<file path="src/sv/stable_record_sorter_by_price_assert.svh">
// Assertion macros for the stable record sorter.
`ifndef STABLE_RECORD_SORTER_BY_PRICE_ASSERT_SVH
`define STABLE_RECORD_SORTER_BY_PRICE_ASSERT_SVH

// Same-cycle implication, sampled on the rising clock edge, off in reset.
`define SRTP_ASSERT_NOW(lbl, ante, cons) \
   lbl: assert property (@(posedge clock) disable iff (reset) (ante) |-> (cons)) \
      else $error("sorter check failed");

// Next-cycle implication.
`define SRTP_ASSERT_NEXT(lbl, ante, cons) \
   lbl: assert property (@(posedge clock) disable iff (reset) (ante) |=> (cons)) \
      else $error("sorter check failed");

`endif

</file>
<file path="src/sv/srtp_pkg.sv">
// Types and codes shared by the sorter cells and the top level.
package srtp_pkg;

   localparam int PRICE_W = 32;
   localparam int TAG_W   = 16;
   localparam int REM_W   = 10;

   // request codes
   localparam logic [1:0] REQ_INSERT = 2'd0;
   localparam logic [1:0] REQ_TAKE   = 2'd1;
   localparam logic [1:0] REQ_CLEAR  = 2'd2;
   localparam logic [1:0] REQ_NONE   = 2'd3;

   typedef struct packed {
      logic [PRICE_W-1:0] price;
      logic [TAG_W-1:0]   tag;
   } entry_type;

   // broadcast to every cell
   typedef struct packed {
      logic      ins;
      logic      take;
      logic      clr;
      entry_type item;
   } cell_ctrl_type;

endpackage

</file>
<file path="src/sv/srtp_cell.sv">
// One sorter cell: holds one entry and shifts with its neighbours.
module srtp_cell (
   input  logic                  clock,
   input  logic                  reset,
   input  srtp_pkg::cell_ctrl_type ctrl,
   input  logic                  left_le,
   input  logic                  left_valid,
   input  srtp_pkg::entry_type   left_entry,
   input  logic                  right_valid,
   input  srtp_pkg::entry_type   right_entry,
   output logic                  le_out,
   output logic                  valid_out,
   output srtp_pkg::entry_type   entry_out
);
   import srtp_pkg::*;

   entry_type entry_ff, entry_in;
   logic      valid_ff, valid_in;
   logic      le;

   // entry stays put when it sorts at or before the new item
   assign le = valid_ff && (entry_ff.price <= ctrl.item.price);

   always_comb begin
      entry_in = entry_ff;
      valid_in = valid_ff;
      priority if (ctrl.clr) begin
         valid_in = 1'b0;
      end else if (ctrl.take) begin
         entry_in = right_entry;
         valid_in = right_valid;
      end else if (ctrl.ins) begin
         if (!le) begin
            entry_in = left_le ? ctrl.item : left_entry;
         end
         valid_in = valid_ff | left_valid;
      end
   end

   always_ff @(posedge clock) begin
      if (reset) begin
         valid_ff <= 1'b0;
      end else begin
         valid_ff <= valid_in;
      end
   end

   always_ff @(posedge clock) begin
      entry_ff <= entry_in;
   end

   assign le_out    = le;
   assign valid_out = valid_ff;
   assign entry_out = entry_ff;

endmodule

</file>
<file path="config.mk">
export PLATFORM = sky130hd
export DESIGN_NAME = srtp_cell
export DESIGN_NICKNAME = d
export VERILOG_FILES = /design/src/sv/stable_record_sorter_by_price_assert.svh /design/src/sv/srtp_pkg.sv /design/src/sv/srtp_cell.sv
export SDC_FILE = /design/constraint.sdc
export NUM_CORES = 1
export LEC_CHECK = 0
export BUFFER_PORTS_ARGS = -buffer_cell sky130_fd_sc_hd__buf_2
export CORE_MARGIN = 5
export CORE_UTILIZATION = 40
export DETAILED_ROUTE_END_ITERATION = 8
export GPL_TIMING_DRIVEN = 0
export PLACE_DENSITY = 0.75
export SYNTH_ARGS = -nofsm -noshare
export SYNTH_HDL_FRONTEND = slang
export SYNTH_SLANG_ARGS = --single-unit
export TNS_END_PERCENT = 20
</file>
<file path="constraint.sdc">
create_clock -name clock -period 7.43 [get_ports clock]
set_input_delay 1.1145 -clock clock [delete_from_list [all_inputs] [get_ports clock]]
set_output_delay 1.1145 -clock clock [all_outputs]
set_load 0.005 [all_outputs]
</file>
Word-level counts from Yosys, hierarchy flattened
Index checks and enable logic that the tools add are counted.
Word-level totals
  bits in registers: 49
  input bits: 152
  output and inout port bits: 50
Cells by class
  $lt $le $gt $ge: 1
  equality and inequality tests: 1
  mux-type cells: 6
  bitwise logic cells: 2
  reductions and logical operators: 4
Operators by type and width (count)
  2-to-1 mux 48 bit: 4
  less-or-equal comparator 32 bit: 1
  AND reduction 3 bit: 1
  2-to-1 mux 1 bit: 2
  != test 2 bit, second input constant: 1
  nonzero test 2 bit: 1
  OR reduction 2 bit: 1
  logical AND 1 bit: 1
  inverter 1 bit: 1
  bitwise OR 1 bit: 1

Logic depth before layout (Yosys ltp)
  word-level depth: 5
  depth in mapped cells: 7
  depth with buffers taken out: 7

Worst setup path before layout
OpenSTA, ideal clock, no wires.
  path type: input port to flip-flop
  start point: in ctrl[30] (netlist name)
  end point: reg entry_ff, in the netlist entry_out[0] (enable)
  library setup time: 414 ps
  arrival: 3489 ps
  path slack: 3527 ps
  stages: 7
  path through: inv_1 -> ha_1 -> nand4_1 -> nor4_1 -> a21boi_0 -> o31a_1 -> o31a_1
On the way
  word-level cells in the longest chain between the ends: 4
Ends and longest elaborated chain
  start: declaration: line srtp_cell.sv:5  | input srtp_pkg::cell_ctrl_type ctrl,
  less-or-equal comparator 32 bit: line srtp_cell.sv:22  | assign le = valid_ff && (entry_ff.price <= ctrl.item.price);
  logical AND 1 bit: line srtp_cell.sv:22
  != test 2 bit (no source line)
  AND reduction 3 bit (no source line)
  end signal: assignment: line srtp_cell.sv:49  | entry_ff <= entry_in;
  end: declaration: line srtp_cell.sv:17  | entry_type entry_ff, entry_in;
Every way passes these cells.
A chain may end at the register's enable or synchronous reset.

Worst setup path in the final report
  start point: in ctrl[30] (netlist name)
  end point: out le_out
On the way
  word-level cells in the longest chain between the ends: 2
Ends and longest elaborated chain
  less-or-equal comparator 32 bit: line srtp_cell.sv:22
  logical AND 1 bit: line srtp_cell.sv:22
  end: declaration: line srtp_cell.sv:11  | output logic le_out,
Every way passes these cells.

==> summary.md <==
| Metric | Value |
|---|---|
| Post-CTS Setup Bufs | 0 |
| Slew headroom | 0.5839 |
| Max-cap viol count | 0 |
| Crit path launch | ctrl[30] |
| Initial antenna violation count | 0 |
| Critical path type | input port to primary output |
| Antenna-violating nets left | 0 |
| GRT Resource Usage Total | 0.1844 |
| Area growth from synthesis to layout | 38.31% |
| Number of global-route vias before repair | 3,160 |
| RSZ-0062 raised after global routing | no |
| Leak | 2.333 nW |
| Post-Place Setup Slack | 3435 ps |
| FF-to-FF Start | entry_out[30] |
| Drt first pass iters | 4 |
| Ant diodes | 0 |
| Tightest Pin Transition | 624.2 ps |
| First-pass GRT wire length | 14,900 um |
| Reg2reg path depth | 7 |
| Vias per cell | 4.873 |
| Placement row count | 33 |
| Buffers on Ports | 199 |
| Die Wd | 100.6 um |
| Vias | 3,148 |
| H-tree depth | 2 |
| Post-DP HPWL | 8064 um |
| CTS Buf Count | 5 |
| Critical Path Start Type | input port |
| Seq cells post-synth | 49 |
| Drt total wl | 9761 um |
| Starting density of the core | 0.4060 |
| Gates resized, CTS repair | 0 |
| Layout net count | 724 |
| Fillers | 802 |
| Fraction of layout cells with a size suffix above 1 | 0.3974 |
| Worst R2R End | entry_out[46] |
| Ports | 202 |
| CP Data Arrival Time | 2910 ps |
| Hold Fails Final Rpt | 0 |
| Clk_skew | 4.087 ps |
| Sequential share of the synthesized area | 0.4448 |
| Final setup viols | 0 |
| Register area | 1461 sq um |
| Max rail drop VDD | 0.00007365 V |
| Wire per inst | 15.11 um |
| Hold buffers post-CTS | 0 |
| Mean Syn Cell Area | 9.867 sq um |
| Syn_nets | 517 |
| Period minus WS final | 4022 ps |
| Crit path required time | 6320 ps |
| Multi-input logic area | 1628 sq um |
| Final WS setup | 3408 ps |
| Reg clk slew, reported paths | 90 ps |
| Setup_tns | 0 ps |
| Clock Sinks | 49 |
| Slew Viols, Final | 0 |
| Placer Congestion | 0.8259 |
| Power Dens Cells | 156.3 nW/um^2 |
| Core area | 8093 sq um |
| Syn. warnings | 0 |
| Overflow after GRT | 0 |
| Die height | 100.6 um |
| Worst-skew pair later-pin latency | 300 ps |
| R2R Setup Slk | 4430 ps |
| Crit share post-route | 0.5413 |
| Synth cell types | 27 |
| Die area | 10,130 sq um |
| Pin count of the biggest net entering global routing | 28 |
| Status | completed |
| Crit end category | primary output |
| Highest clock rate | 0.2486 GHz |
| Clk buf depth | 2 |
| Residual DRC | 0 |
| TritonCTS clock tree | yes |
| Root Buffer | clkbuf_8 |
| Hold WS | 779.3 ps |
| Mapped Area | 3286 sq um |
| Min-Delay Path Class | flip-flop to flip-flop |
| Worst Setup EP | le_out |
| Power Total | 0.7101 mW |
| Worst Path Max Fanout | 3 |
| Drt first-iter violations | 76 |
| Cells after synthesis | 333 |
## cell usage in the layout, fill, tap and decap left out, types with 2 or more instances in the layout
cell type  count
o21ai_0       53
mux2i_1       48
clkbuf_8       5
nand2_1       56
buf_2        204
ha_1          32
nor2_1         4
nor2b_1        2
edfxtp_1      48
nand3_1        2
clkbuf_1      12
inv_1         34
nand4_1        7
a21oi_1       13
nor3_1         2
nor4_1         2
## logic make-up (layout without fill, tap and decap cells)
logic type / after synthesis / count (layout) / share of synthesized area
compound gates: 77 / 77 / 0.1287
fa+ha+maj: 32 / 32 / 0.1219
buf+inv: 51 / 259 / 0.06016
flops: 49 / 49 / 0.4448
mux: 48 / 48 / 0.1462
simple gates: 76 / 76 / 0.09825
## layer usage
layer / up-vias / track usage / part of all wire
met5: - / 0 / 0
met4: 0 / 0.03731 / 0.0086
met3: 6 / 0.04291 / 0.087
met2: 123 / 0.3225 / 0.49
met1: 1407 / 0.2321 / 0.41
li1: 1612 / - / -
## where the power goes
part | internal (mW) | switching (mW) | total (mW)
Combinational | 0.0855 | 0.0899 | 0.175
Sequential | 0.334 | 0.0102 | 0.344
Clock | 0.0992 | 0.0914 | 0.191
Total | 0.519 | 0.192 | 0.710
## critical path, stage by stage
cell,delay [ps]
buf_2,90
inv_1,40
ha_1,320
nand4_1,150
nor4_1,470
a21boi_0,300
o31a_1,200
o21ai_0,80
buf_2,140
## area by class of cell
class,count,share of cell area
multi-input cells,233,0.3582
flip-flops and latches,49,0.3216
repair buffers,200,0.2236
well taps,105,0.02891
inverters,34,0.02808
plain buffers,17,0.01542
clock buffers,5,0.01514
clock inverters,3,0.009086
## stage by stage
stage | instances | cell area (sq um) | util
4_1_cts | 646 | 4544 | 0.5615
5_1_grt | 646 | 4544 | 0.5615
6_report | 646 | 4544 | 0.5615
3_3_place_gp | 637 | 4413 | 0.5453
2_1_floorplan | 333 | 3286 | -
3_5_place_dp | 638 | 4434 | 0.5479
## synthesized netlist by cell type, drive strengths merged
cell      n  area (sq um)
nor2b     2         12.51
edfxtp   48          1441
nand4     7         43.79
nor3      2         10.01
a21oi    14         73.82
o21ai    53         265.3
nor2      4         15.01
a21o      1         7.510
nand3     2         10.01
o31a      2         17.52
a221oi    1         8.760
o2111ai   1         8.760
clkbuf   12         45.04
nand2    56         210.2
ha       32         400.4
inv      34         127.6
nor4      2         12.51
a21boi    1         7.510
and4      1         8.760
buf       5         25.02
dfxtp     1         20.02
a211oi    1         7.510
mux2i    48         480.5
a221o     1         10.01
a31o      1         8.760
o211ai    1         7.510
## state kept, by name, indices dropped and copies added (netlist names)
register,count
valid_out,1
entry_out,48
## how the worst min path moves through the flow
stage,from,to,slack [ps],depth (start not counted)
2_1_floorplan,valid_out,valid_out,660,4
3_3_place_gp,valid_out,valid_out,770,4
3_5_place_dp,valid_out,valid_out,770,4
4_1_cts,valid_out,valid_out,780,4
5_1_grt,valid_out,valid_out,850,4
6_report,valid_out,valid_out,780,4
(Power assumes the default switching activity.)
